<file path="config.mk">
export PLATFORM = sky130hd
export DESIGN_NAME = sha256_byte_stream_hasher_core
export DESIGN_NICKNAME = d
export VERILOG_FILES = /design/src/rtl/sha_pkg.sv /design/src/rtl/sha_front.sv /design/src/rtl/sha_back.sv /design/src/rtl/sha256_byte_stream_hasher_core.sv
export SDC_FILE = /design/constraint.sdc
export NUM_CORES = 2
export LEC_CHECK = 0
export CAP_MARGIN = 20
export CORE_MARGIN = 2
export CORE_UTILIZATION = 65
export CTS_CLUSTER_SIZE = 40
export DETAILED_ROUTE_END_ITERATION = 10
export DONT_BUFFER_PORTS = 1
export HOLD_SLACK_MARGIN = 0.03
export PLACE_DENSITY = 0.81
export SLEW_MARGIN = 20
export SYNTH_ARGS = -nofsm -noshare
export SYNTH_HDL_FRONTEND = slang
export SYNTH_SLANG_ARGS = --single-unit
</file>
<file path="constraint.sdc">
create_clock -name clk -period 9.6 [get_ports clk]
set_input_delay 0.48 -clock clk [delete_from_list [all_inputs] [get_ports clk]]
set_output_delay 0.48 -clock clk [all_outputs]
set_load 0.01 [all_outputs]
</file>
<file path="src/rtl/sha_pkg.sv">
`timescale 1ns / 1ps
`default_nettype none
package sha_pkg;

    typedef enum logic [1:0] {
        OP_ABSORB = 2'd0,
        OP_ABSORB_FINISH = 2'd1,
        OP_FINISH = 2'd2,
        OP_UNUSED = 2'd3
    } op_t;

    // queue entry from front to back
    typedef struct packed {
        logic       finish;
        logic       has_byte;
        logic [7:0] data;
    } cmd_t;

    typedef enum logic [2:0] {
        ST_IDLE,
        ST_MARK,
        ST_PAD,
        ST_LEN,
        ST_ROUND,
        ST_ADD,
        ST_OUT
    } state_t;

    localparam int QUEUE_DEPTH = 4;
    localparam int QUEUE_AW = $clog2(QUEUE_DEPTH);

    localparam logic [7:0] PAD_BYTE = 8'h80;
    localparam logic [5:0] LEN_OFFSET = 6'd56;

    localparam logic [31:0] ROUND_K [64] = '{
        32'h428a2f98, 32'h71374491, 32'hb5c0fbcf, 32'he9b5dba5,
        32'h3956c25b, 32'h59f111f1, 32'h923f82a4, 32'hab1c5ed5,
        32'hd807aa98, 32'h12835b01, 32'h243185be, 32'h550c7dc3,
        32'h72be5d74, 32'h80deb1fe, 32'h9bdc06a7, 32'hc19bf174,
        32'he49b69c1, 32'hefbe4786, 32'h0fc19dc6, 32'h240ca1cc,
        32'h2de92c6f, 32'h4a7484aa, 32'h5cb0a9dc, 32'h76f988da,
        32'h983e5152, 32'ha831c66d, 32'hb00327c8, 32'hbf597fc7,
        32'hc6e00bf3, 32'hd5a79147, 32'h06ca6351, 32'h14292967,
        32'h27b70a85, 32'h2e1b2138, 32'h4d2c6dfc, 32'h53380d13,
        32'h650a7354, 32'h766a0abb, 32'h81c2c92e, 32'h92722c85,
        32'ha2bfe8a1, 32'ha81a664b, 32'hc24b8b70, 32'hc76c51a3,
        32'hd192e819, 32'hd6990624, 32'hf40e3585, 32'h106aa070,
        32'h19a4c116, 32'h1e376c08, 32'h2748774c, 32'h34b0bcb5,
        32'h391c0cb3, 32'h4ed8aa4a, 32'h5b9cca4f, 32'h682e6ff3,
        32'h748f82ee, 32'h78a5636f, 32'h84c87814, 32'h8cc70208,
        32'h90befffa, 32'ha4506ceb, 32'hbef9a3f7, 32'hc67178f2
    };

    localparam logic [31:0] INIT_HASH [8] = '{
        32'h6a09e667, 32'hbb67ae85, 32'h3c6ef372, 32'ha54ff53a,
        32'h510e527f, 32'h9b05688c, 32'h1f83d9ab, 32'h5be0cd19
    };

    function automatic logic [31:0] ror32(input logic [31:0] x, input int n);
        ror32 = (x >> n) | (x << (32 - n));
    endfunction

endpackage
`default_nettype wire

</file>
<file path="src/rtl/sha_front.sv">
`timescale 1ns / 1ps
`default_nettype none
module sha_front (
    input  wire              clk,
    input  wire              rst_n,
    input  wire              s_tvalid,
    output logic             s_tready,
    input  wire [15:0]       s_tdata,
    output logic             q_valid,
    input  wire              q_ready,
    output sha_pkg::cmd_t    q_cmd
);
    import sha_pkg::*;

    cmd_t                q_mem_reg [QUEUE_DEPTH];
    logic [QUEUE_AW-1:0] wr_ptr_reg;
    logic [QUEUE_AW-1:0] rd_ptr_reg;
    logic [QUEUE_AW:0]   count_reg;
    logic                push;
    logic                pop;
    op_t                 op;
    cmd_t                cmd;

    assign op = op_t'(s_tdata[1:0]);
    assign s_tready = (count_reg != QUEUE_AW'(0) + (QUEUE_AW+1)'(QUEUE_DEPTH))
                      || (op == OP_UNUSED);

    always_comb
    begin
        cmd.data = s_tdata[9:2];
        cmd.has_byte = 1'b0;
        cmd.finish = 1'b0;
        case (op)
            OP_ABSORB:        cmd.has_byte = 1'b1;
            OP_ABSORB_FINISH:
            begin
                cmd.has_byte = 1'b1;
                cmd.finish = 1'b1;
            end
            OP_FINISH:        cmd.finish = 1'b1;
            default:          cmd.has_byte = 1'b0;
        endcase
    end

    assign push = s_tvalid && s_tready && (op != OP_UNUSED);
    assign q_valid = (count_reg != '0);
    assign pop = q_valid && q_ready;
    assign q_cmd = q_mem_reg[rd_ptr_reg];

    always_ff @(posedge clk)
    begin
        if (push)
        begin
            q_mem_reg[wr_ptr_reg] <= cmd;
        end
    end

    always_ff @(posedge clk or negedge rst_n)
    begin
        if (!rst_n)
        begin
            wr_ptr_reg <= '0;
            rd_ptr_reg <= '0;
            count_reg <= '0;
        end
        else
        begin
            if (push)
            begin
                wr_ptr_reg <= wr_ptr_reg + 1'b1;
            end
            if (pop)
            begin
                rd_ptr_reg <= rd_ptr_reg + 1'b1;
            end
            if (push && !pop)
            begin
                count_reg <= count_reg + 1'b1;
            end
            else if (pop && !push)
            begin
                count_reg <= count_reg - 1'b1;
            end
        end
    end
endmodule
`default_nettype wire

</file>
<file path="src/rtl/sha_back.sv">
`timescale 1ns / 1ps
`default_nettype none
module sha_back (
    input  wire              clk,
    input  wire              rst_n,
    input  wire              q_valid,
    output logic             q_ready,
    input  sha_pkg::cmd_t    q_cmd,
    output logic             m_tvalid,
    input  wire              m_tready,
    output logic [39:0]      m_tdata,
    output logic             m_tlast
);
    import sha_pkg::*;

    state_t      state_reg, state_next;
    state_t      after_add_reg;  // where to go once the hash update is done
    logic [31:0] hash_reg [8];
    logic [31:0] v_reg [8];
    logic [31:0] w_reg [16];     // message schedule window, w_reg[0] is oldest
    logic [5:0]  fill_reg;
    logic [63:0] msg_bytes_reg;
    logic [63:0] bits_reg;
    logic [5:0]  round_reg;
    logic [2:0]  len_idx_reg;
    logic [2:0]  out_idx_reg;

    logic        put;
    logic [7:0]  put_byte;
    logic [31:0] t1, t2, s0, s1, w_new;

    always_comb
    begin
        s0 = ror32(w_reg[1], 7) ^ ror32(w_reg[1], 18) ^ (w_reg[1] >> 3);
        s1 = ror32(w_reg[14], 17) ^ ror32(w_reg[14], 19) ^ (w_reg[14] >> 10);
        w_new = s1 + w_reg[9] + s0 + w_reg[0];
        t1 = v_reg[7] + (ror32(v_reg[4], 6) ^ ror32(v_reg[4], 11) ^ ror32(v_reg[4], 25))
             + ((v_reg[4] & v_reg[5]) ^ (~v_reg[4] & v_reg[6]))
             + ROUND_K[round_reg] + w_reg[0];
        t2 = (ror32(v_reg[0], 2) ^ ror32(v_reg[0], 13) ^ ror32(v_reg[0], 22))
             + ((v_reg[0] & v_reg[1]) ^ (v_reg[0] & v_reg[2]) ^ (v_reg[1] & v_reg[2]));
    end

    // next state
    always_comb
    begin
        state_next = state_reg;
        case (state_reg)
            ST_IDLE:
            begin
                if (q_valid)
                begin
                    if (q_cmd.has_byte && fill_reg == 6'd63)
                    begin
                        state_next = ST_ROUND;
                    end
                    else if (q_cmd.finish)
                    begin
                        state_next = ST_MARK;
                    end
                end
            end
            ST_MARK, ST_PAD:
            begin
                if (fill_reg == 6'd63)
                begin
                    state_next = ST_ROUND;
                end
                else if (fill_reg == LEN_OFFSET - 6'd1)
                begin
                    state_next = ST_LEN;
                end
                else
                begin
                    state_next = ST_PAD;
                end
            end
            ST_LEN:
            begin
                if (len_idx_reg == 3'd7)
                begin
                    state_next = ST_ROUND;
                end
            end
            ST_ROUND:
            begin
                if (round_reg == 6'd63)
                begin
                    state_next = ST_ADD;
                end
            end
            ST_ADD:
            begin
                state_next = after_add_reg;
            end
            ST_OUT:
            begin
                if (m_tready && out_idx_reg == 3'd7)
                begin
                    state_next = ST_IDLE;
                end
            end
            default: state_next = ST_IDLE;
        endcase
    end

    // outputs
    always_comb
    begin
        q_ready = (state_reg == ST_IDLE);
        m_tvalid = (state_reg == ST_OUT);
        m_tdata = {5'd0, hash_reg[out_idx_reg], out_idx_reg};
        m_tlast = (out_idx_reg == 3'd7);
        put = 1'b0;
        put_byte = q_cmd.data;
        case (state_reg)
            ST_IDLE:
            begin
                put = q_valid && q_cmd.has_byte;
            end
            ST_MARK:
            begin
                put = 1'b1;
                put_byte = PAD_BYTE;
            end
            ST_PAD:
            begin
                put = 1'b1;
                put_byte = 8'h00;
            end
            ST_LEN:
            begin
                put = 1'b1;
                put_byte = bits_reg[63:56];
            end
            default: put = 1'b0;
        endcase
    end

    always_ff @(posedge clk or negedge rst_n)
    begin
        if (!rst_n)
        begin
            state_reg <= ST_IDLE;
            after_add_reg <= ST_IDLE;
            fill_reg <= '0;
            msg_bytes_reg <= '0;
            bits_reg <= '0;
            round_reg <= '0;
            len_idx_reg <= '0;
            out_idx_reg <= '0;
            for (int i = 0; i < 8; i++)
            begin
                hash_reg[i] <= INIT_HASH[i];
            end
        end
        else
        begin
            state_reg <= state_next;
            if (put)
            begin
                fill_reg <= fill_reg + 6'd1;
            end
            case (state_reg)
                ST_IDLE:
                begin
                    if (q_valid)
                    begin
                        if (q_cmd.has_byte)
                        begin
                            msg_bytes_reg <= msg_bytes_reg + 64'd1;
                        end
                        after_add_reg <= q_cmd.finish ? ST_MARK : ST_IDLE;
                    end
                end
                ST_MARK:
                begin
                    bits_reg <= {msg_bytes_reg[60:0], 3'b000};
                    len_idx_reg <= '0;
                    after_add_reg <= ST_PAD;
                end
                ST_LEN:
                begin
                    bits_reg <= {bits_reg[55:0], 8'h00};
                    len_idx_reg <= len_idx_reg + 3'd1;
                    after_add_reg <= ST_OUT;
                end
                ST_ADD:
                begin
                    for (int i = 0; i < 8; i++)
                    begin
                        hash_reg[i] <= hash_reg[i] + v_reg[i];
                    end
                    out_idx_reg <= '0;
                end
                ST_OUT:
                begin
                    if (m_tready)
                    begin
                        out_idx_reg <= out_idx_reg + 3'd1;
                        if (out_idx_reg == 3'd7)
                        begin
                            for (int i = 0; i < 8; i++)
                            begin
                                hash_reg[i] <= INIT_HASH[i];
                            end
                            msg_bytes_reg <= '0;
                        end
                    end
                end
                default: ;
            endcase
            if (state_reg == ST_ROUND)
            begin
                round_reg <= round_reg + 6'd1;
            end
            else
            begin
                round_reg <= '0;
            end
        end
    end

    // block buffer as a shifting word window; rounds shift the schedule
    always_ff @(posedge clk)
    begin
        if (put)
        begin
            w_reg[fill_reg[5:2]] <= {w_reg[fill_reg[5:2]][23:0], put_byte};
        end
        if (state_reg == ST_ROUND)
        begin
            for (int i = 0; i < 15; i++)
            begin
                w_reg[i] <= w_reg[i+1];
            end
            w_reg[15] <= w_new;
            v_reg[7] <= v_reg[6];
            v_reg[6] <= v_reg[5];
            v_reg[5] <= v_reg[4];
            v_reg[4] <= v_reg[3] + t1;
            v_reg[3] <= v_reg[2];
            v_reg[2] <= v_reg[1];
            v_reg[1] <= v_reg[0];
            v_reg[0] <= t1 + t2;
        end
        else
        begin
            for (int i = 0; i < 8; i++)
            begin
                v_reg[i] <= hash_reg[i];
            end
        end
    end
endmodule
`default_nettype wire

</file>
<file path="src/rtl/sha256_byte_stream_hasher_core.sv">
`timescale 1ns / 1ps
`default_nettype none
// channel | dir | tdata fields (low bit up)                 | tlast
// s_axis  | in  | operation[1:0], data_byte[9:2]            | -
// m_axis  | out | word_index[2:0], digest_word[34:3]        | last_word
// The back end writes each byte into the block buffer; the 64th byte of a
// block also starts the 64 rounds and then the hash update. A finish writes
// the 0x80 byte, the zero bytes and the eight length bytes, runs one or two
// compressions, then streams eight words as m_axis_tready allows.
// A four-item queue takes items while the back end is busy; once it is full
// s_axis_tready drops, except for the unused operation, which is dropped.
// rst_n clears all control state and loads the initial hash values.
module sha256_byte_stream_hasher_core (
    input  wire         clk,
    input  wire         rst_n,
    input  wire         s_axis_tvalid,
    output logic        s_axis_tready,
    input  wire  [15:0] s_axis_tdata,   // operation, data_byte
    output logic        m_axis_tvalid,
    input  wire         m_axis_tready,
    output logic [39:0] m_axis_tdata,   // word_index, digest_word
    output logic        m_axis_tlast
);
    import sha_pkg::*;

    logic q_valid;
    logic q_ready;
    cmd_t q_cmd;

    sha_front u_front (
        .clk      (clk),
        .rst_n    (rst_n),
        .s_tvalid (s_axis_tvalid),
        .s_tready (s_axis_tready),
        .s_tdata  (s_axis_tdata),
        .q_valid  (q_valid),
        .q_ready  (q_ready),
        .q_cmd    (q_cmd)
    );

    sha_back u_back (
        .clk      (clk),
        .rst_n    (rst_n),
        .q_valid  (q_valid),
        .q_ready  (q_ready),
        .q_cmd    (q_cmd),
        .m_tvalid (m_axis_tvalid),
        .m_tready (m_axis_tready),
        .m_tdata  (m_axis_tdata),
        .m_tlast  (m_axis_tlast)
    );
endmodule
`default_nettype wire

</file>
Word level (Yosys, flattened, before mapping) --
Memory sizes are Yosys's and may differ from the RTL's. Cells that the tools add are included.
Word-level totals: memory bits (writable) 808, input bits 20, output and inout bits 43, latch bits 0, word-level logic and storage cells 196, memories 4, register bits 415, bits in read-only memories 2048
Operators by class: order comparisons 2, reductions and logical operators 29, bitwise logic cells 37, muxes and demuxes 54, shift-type cells 0, divide/modulo/power cells 0, equality and inequality tests 24, $mul 0, add/sub/neg operators 27
Memories:
- (no name shown) | words 64, bits a word 32, rd ports 1, clocked after memory_dff 0, write ports 0, RTL line sha_back.sv:39 | + ROUND_K[round_reg] + w_reg[0];
- u_back.w_reg | words 16, bits a word 32, rd ports 17, clocked after memory_dff 0, write ports 16, RTL line sha_back.sv:20 | logic [31:0] w_reg [16];
- u_back.v_reg | words 8, bits a word 32, rd ports 8, clocked after memory_dff 0, write ports 8, RTL line sha_back.sv:19 | logic [31:0] v_reg [8];
- u_front.q_mem_reg | words 4, bits a word 10, rd ports 1, clocked after memory_dff 0, write ports 1, RTL line sha_front.sv:15 | cmd_t q_mem_reg [QUEUE_DEPTH];
Operators with widths (count):
- 32-bit adder | 18
- 256-bit two-way mux | 2
- 256-bit case mux with 2 select lines | 1
- 32-bit two-way mux | 13
- 32-bit XOR | 9
- 64-bit two-way mux | 4
- 64-bit case mux with 2 select lines | 2
- 32-bit AND | 5
- 32-bit binary-select mux with 3-bit select | 1
- 64-bit by 1-bit adder with 64-bit output, second input constant | 1
- 3-bit two-way mux | 11
- 32-bit NOT | 1
- 10-bit by 32-bit OR with 32-bit output | 1
- 13-bit by 32-bit OR with 32-bit output | 1
- 14-bit by 32-bit OR with 32-bit output | 1
- 15-bit by 32-bit OR with 32-bit output | 1
- 19-bit by 32-bit OR with 32-bit output | 1
- 21-bit by 32-bit OR with 32-bit output | 1
- 25-bit by 32-bit OR with 32-bit output | 1
- 26-bit by 32-bit OR with 32-bit output | 1
- 30-bit by 32-bit OR with 32-bit output | 1
- 7-bit by 32-bit OR with 32-bit output | 1
- 32-bit OR reduction | 1
- 32-bit by 22-bit XOR with 32-bit output | 1
- 40 further kinds | 93

Logic depth before layout (Yosys ltp) --
An unclocked memory read counts as a cell.
depth in word-level cells 10, depth in mapped cells 42, mapped depth without buffers 39

Modules after synthesis --
A second synthesis with hierarchy kept.
Second synthesis, totals: cells, all modules 7772, area total of the unflattened synthesis 78581.6 um2
By module, submodules not included:
- sha_back | cells each 7679, times used 1, area each 76662.3 um2, sequential area each 30729.5 um2
- sha_front | cells each 93, times used 1, area each 1919.3 um2, sequential area each 1376.3 um2

Worst setup path before layout --
No wires, ideal clock.
kind reg2reg, from register u_back.round_reg[0], to memory u_back.v_reg[0][30], cell stages (with the launch flop) 41, buffers on the path 4, slack 0.814 ns, required time 9.476 ns, library setup time 0.124 ns, clock period less this slack 8.786 ns, data arrival time 8.661 ns, path through dfrtp_1 > clkbuf_1 > inv_1 > ha_1 > clkbuf_1 > or2_2 > clkbuf_1 > nand3_1 > o31ai_1 > mux4_2 > fa_1 > fa_1 > fa_1 > inv_1 > ha_1 > fa_1 > a21oi_1 > o22ai_1 > [... 5 more ...] > o21bai_1 > a21oi_1 > xnor2_1 > fa_1 > ha_1 > clkbuf_1 > a21o_1 > a21o_1 > a21o_1 > a21oi_1 > a2bb2oi_1 > o21ai_1 > o311a_1 > o2111ai_1 > nand4b_1 > o31ai_1 > xor2_1 > o21ai_1
RTL lines:
- start: declaration | RTL line sha_back.sv:24 | logic [5:0] round_reg;
- start signal: assignment | RTL line sha_back.sv:215 | round_reg <= round_reg + 6'd1;
- end: declaration | RTL line sha_back.sv:19

==> results.md <==
* Class of the worst hold path: primary input to async pin
* Final hold vios at 409
* Clock power share at 48.8%
* PwrDens at 129 nW/um^2
* DRC viols at 0
* Final net count at 8118
* Synth top area share at 21.2%
* Vias in the first global route at 60600
* Outcome: complete, but fails checks
* FMAX at 0.110 GHz
* Pint at 8.51 mW
* Syn Area/Cell at 10.2 sq um
* Final setup TNS at 0 ns
* Finished Core Util at 70.4%
* CTS tree: built
* Drt pass-1 iters at 6
* Antenna-violating nets left at 0
* Postcts setup bufs at 0
* Failing checks: negative hold slack
* Worst Skew at 0.0336 ns
* CP max stage cell: fa_1
* Total of warnings raised by yosys at 0
* Layout area overhead at 7.80%
* Final Cycle Share at 94.5%
* Starting DRT DRC Count at 6640
* Fillers at 8802
* Place WS at 0.311 ns
* Switching share of power at 21.7%
* Placer congestion estimate at 1.01
* Via/cell ratio at 6.60
* Crit path time final at 9.08 ns
* Crit Path Class: flip-flop to flip-flop
* Mapped cell area at 78000 sq um
* Die span in x at 351 microns
* Clock Tree Root: clkbuf_16
* FF+latch count, synth at 1217
* Max Cap Viol at 0
* Register area share after synthesis at 41.1%
* Max reg flops at 512
* Final setup vio count at 0
* Core Area at 119000 sq um
* Clock buffer count from CTS at 137
* Port Buffers at 0
* Top post-synthesis cells by area: edfxtp_1 21%, dfrtp_1 8.8%, dfxtp_1 6.6%
* H-tree depth at 4
* Worst setup margin at 0.524 ns
* Least-Margin Pin Slew at 1.16 ns
* GRT Total Usage at 39.1%
* Syn Inst Count at 7678
* Number of synthesized flops with an enable pin at 552
* Crit path DAT at 9.71 ns
* Final WL at 239000 microns
* Sw power at 2.35 mW
* CP startpoint kind: flip-flop
* Leading area contributor after synthesis: edfxtp_1
* Leak Pwr at 36.7 nW
* Total power at 10.9 mW
* Post-synth cell types at 106
* Combinational group share of total power at 0.9%
* Max-Slew Margin vs Limit at 22.7%
* Congestion Overflow GR at 0
* CP max stage delay at 0.51 ns
* Top-Level Pins at 63
* Setup crit end kind: flip-flop
* Chip height at 351 microns
* Placed Cells incl. Taps at 8956
* Worst-path fanout max at 18
* Sequential power share at 50.3%
* Skew-Pair Late Insertion Delay at 0.80 ns
* CP required at 10.23 ns
* Hold Worst Slack at -0.594 ns
* Max VDD drop at 0.229 mV
* Reg clk slew, reported paths at 0.06 ns
* Proportion of layout cells with a drive suffix above 1 at 10.5%
* Sink Count at 1217
* Routed len/inst at 25.9 microns
* Antenna fix cells at 0
* Initial Util at 65.3%
* First-pass GRT wire length at 362000 microns
* Largest net degree at the start of global routing at 410
* Unrepaired setup endpoints after global routing: no
* Non-filler cells in the finished layout at 9216
* HPWL after DPL at 169000 microns
* Final Slew Violations at 0
* # hold bufs at CTS at 11
* Vias at 60900
* Site Rows at 127
* Die Area at 123000 sq um
* Ys flop type: edfxtp_1
* Post-synth ARST share at 33.6%
* Antenna violations before repair at 1
* Max Root-Sink Buffers at 3
[layout by cell type, fill, tap and decap left out, drive strengths merged, types with 204 or more instances in the layout]
| cell type | instances |
|---|---|
| nand2 | 1085 |
| a21o | 626 |
| o21ai | 560 |
| edfxtp | 552 |
| a21oi | 451 |
| ha | 408 |
| xnor2 | 391 |
| nor2 | 334 |
| inv | 303 |
| dfrtp | 273 |
| dfxtp | 256 |
| xor2 | 238 |
| mux4 | 204 |
[power groups by stage]
stage | clock (mW) | combinational [mW] | sequential, mW
finish | 5.30 | 0.0931 | 5.46
global route | 5.52 | 0.103 | 5.46
CTS | 5.34 | 0.0932 | 5.46
detailed placement | 0 | 0.0867 | 5.56
global placement | 0 | 0.0776 | 5.56
floorplan | 0 | 0.0625 | 5.56
[metal layers]
| metal | wire length (microns) | track usage, % | vias up |
|---|---|---|---|
| met5 | 0 | 0 | - |
| met4 | 17200 | 24.5 | 0 |
| met3 | 20100 | 6.29 | 747 |
| met2 | 112000 | 63.2 | 3067 |
| met1 | 89900 | 49.4 | 30000 |
| li1 | - | - | 27000 |
[synth_stat cells (27+ instances only)]
library cell  number
o21a_1            54
a21oi_1          445
and3_1            55
clkbuf_1         392
a21o_1           624
inv_1            292
o21bai_1          48
mux4_2           204
dfxtp_1          256
edfxtp_1         552
fa_1             196
nand2_1         1085
xnor2_1          391
or3_1             45
ha_1             408
o31ai_1           37
mux2i_1           86
and2_1            49
nor2b_1           42
a31oi_1           40
mux2_2            42
o211ai_1          27
dfstp_2          136
a211oi_1          48
nor2_1           332
nor3_1            99
nand2b_1          70
dfrtp_1          273
xor2_1           238
o21ai_0          539
buf_1             45
nand3_1          173
[layout make-up]
class / instances / area [sq um] / area share [%]
tap: 1612 / 2020 / 2.40
timing repair buffer: 131 / 1070 / 1.28
sequential: 1217 / 32100 / 38.2
inverter: 294 / 1100 / 1.31
multi-input combinational: 5713 / 43400 / 51.5
clock inverter: 64 / 718 / 0.854
clock buffer: 185 / 3730 / 4.43
[stage by stage]
stage	cell area [sq um]	hold WS [ns]
2_1_floorplan	78100	0.184
3_3_place_gp	79500	0.202
3_5_place_dp	79500	0.207
4_1_cts	84100	-0.624
5_1_grt	84100	-0.618
6_report	84100	-0.594
[logic make-up after synthesis]
kind of cell / after synthesis / synth area share (%)
other: 1 / 0.00480
AND/OR/NAND/NOR: 2049 / 11.6
XOR/XNOR: 629 / 7.06
AO/OA/AOI/OAI: 2068 / 17.0
adder cells (fa/ha/maj): 630 / 11.9
flip-flops: 1217 / 41.1
buffers and inverters: 752 / 3.70
multiplexers: 332 / 7.60
[critical path, delay by kind of cell, from the launching register on]
kind / cells / cell delay [ns]
buffers and inverters: 5 / 0.54
DFF: 1 / 0.35
xor gates and xnor gates: 2 / 0.46
muxes: 1 / 0.49
AOI/OAI and AO/OA: 12 / 3.00
adders and majority gates: 7 / 2.84
and+or+nand+nor: 6 / 1.21
[path summary, 6_finish.rpt]
| path | start | end | slack [ns] | depth (start not counted) |
|---|---|---|---|---|
| worst max-delay path | u_back.round_reg[1]$_DFF_PN0_ | u_back.v_reg[0][30]$_DFF_P_ | 0.52 | 33 |
| worst min-delay path | rst_n | u_back.hash_reg[193]$_DFFE_PN0P_ | -0.59 | 0 |
| worst max register to register | u_back.round_reg[1]$_DFF_PN0_ | u_back.v_reg[0][30]$_DFF_P_ | 0.52 | 33 |
| worst min register to register | u_back.v_reg[1][69]$_DFF_P_ | u_back.v_reg[1][101]$_DFF_P_ | 0.46 | 2 |
| max in group asynchronous | rst_n | u_back.fill_reg[2]$_DFFE_PN0P_ | 9.28 | 0 |
| min in group clk | s_axis_tvalid | u_front.wr_ptr_reg[0]$_DFFE_PN0P_ | 0.09 | 2 |
[repair_timing]
item,CTS,global route
endpoints found under the setup margin,0,6
endpoints found under the hold margin,452,409
resized for setup,0,13
Note: power is estimated with default switching activity, not from simulation.
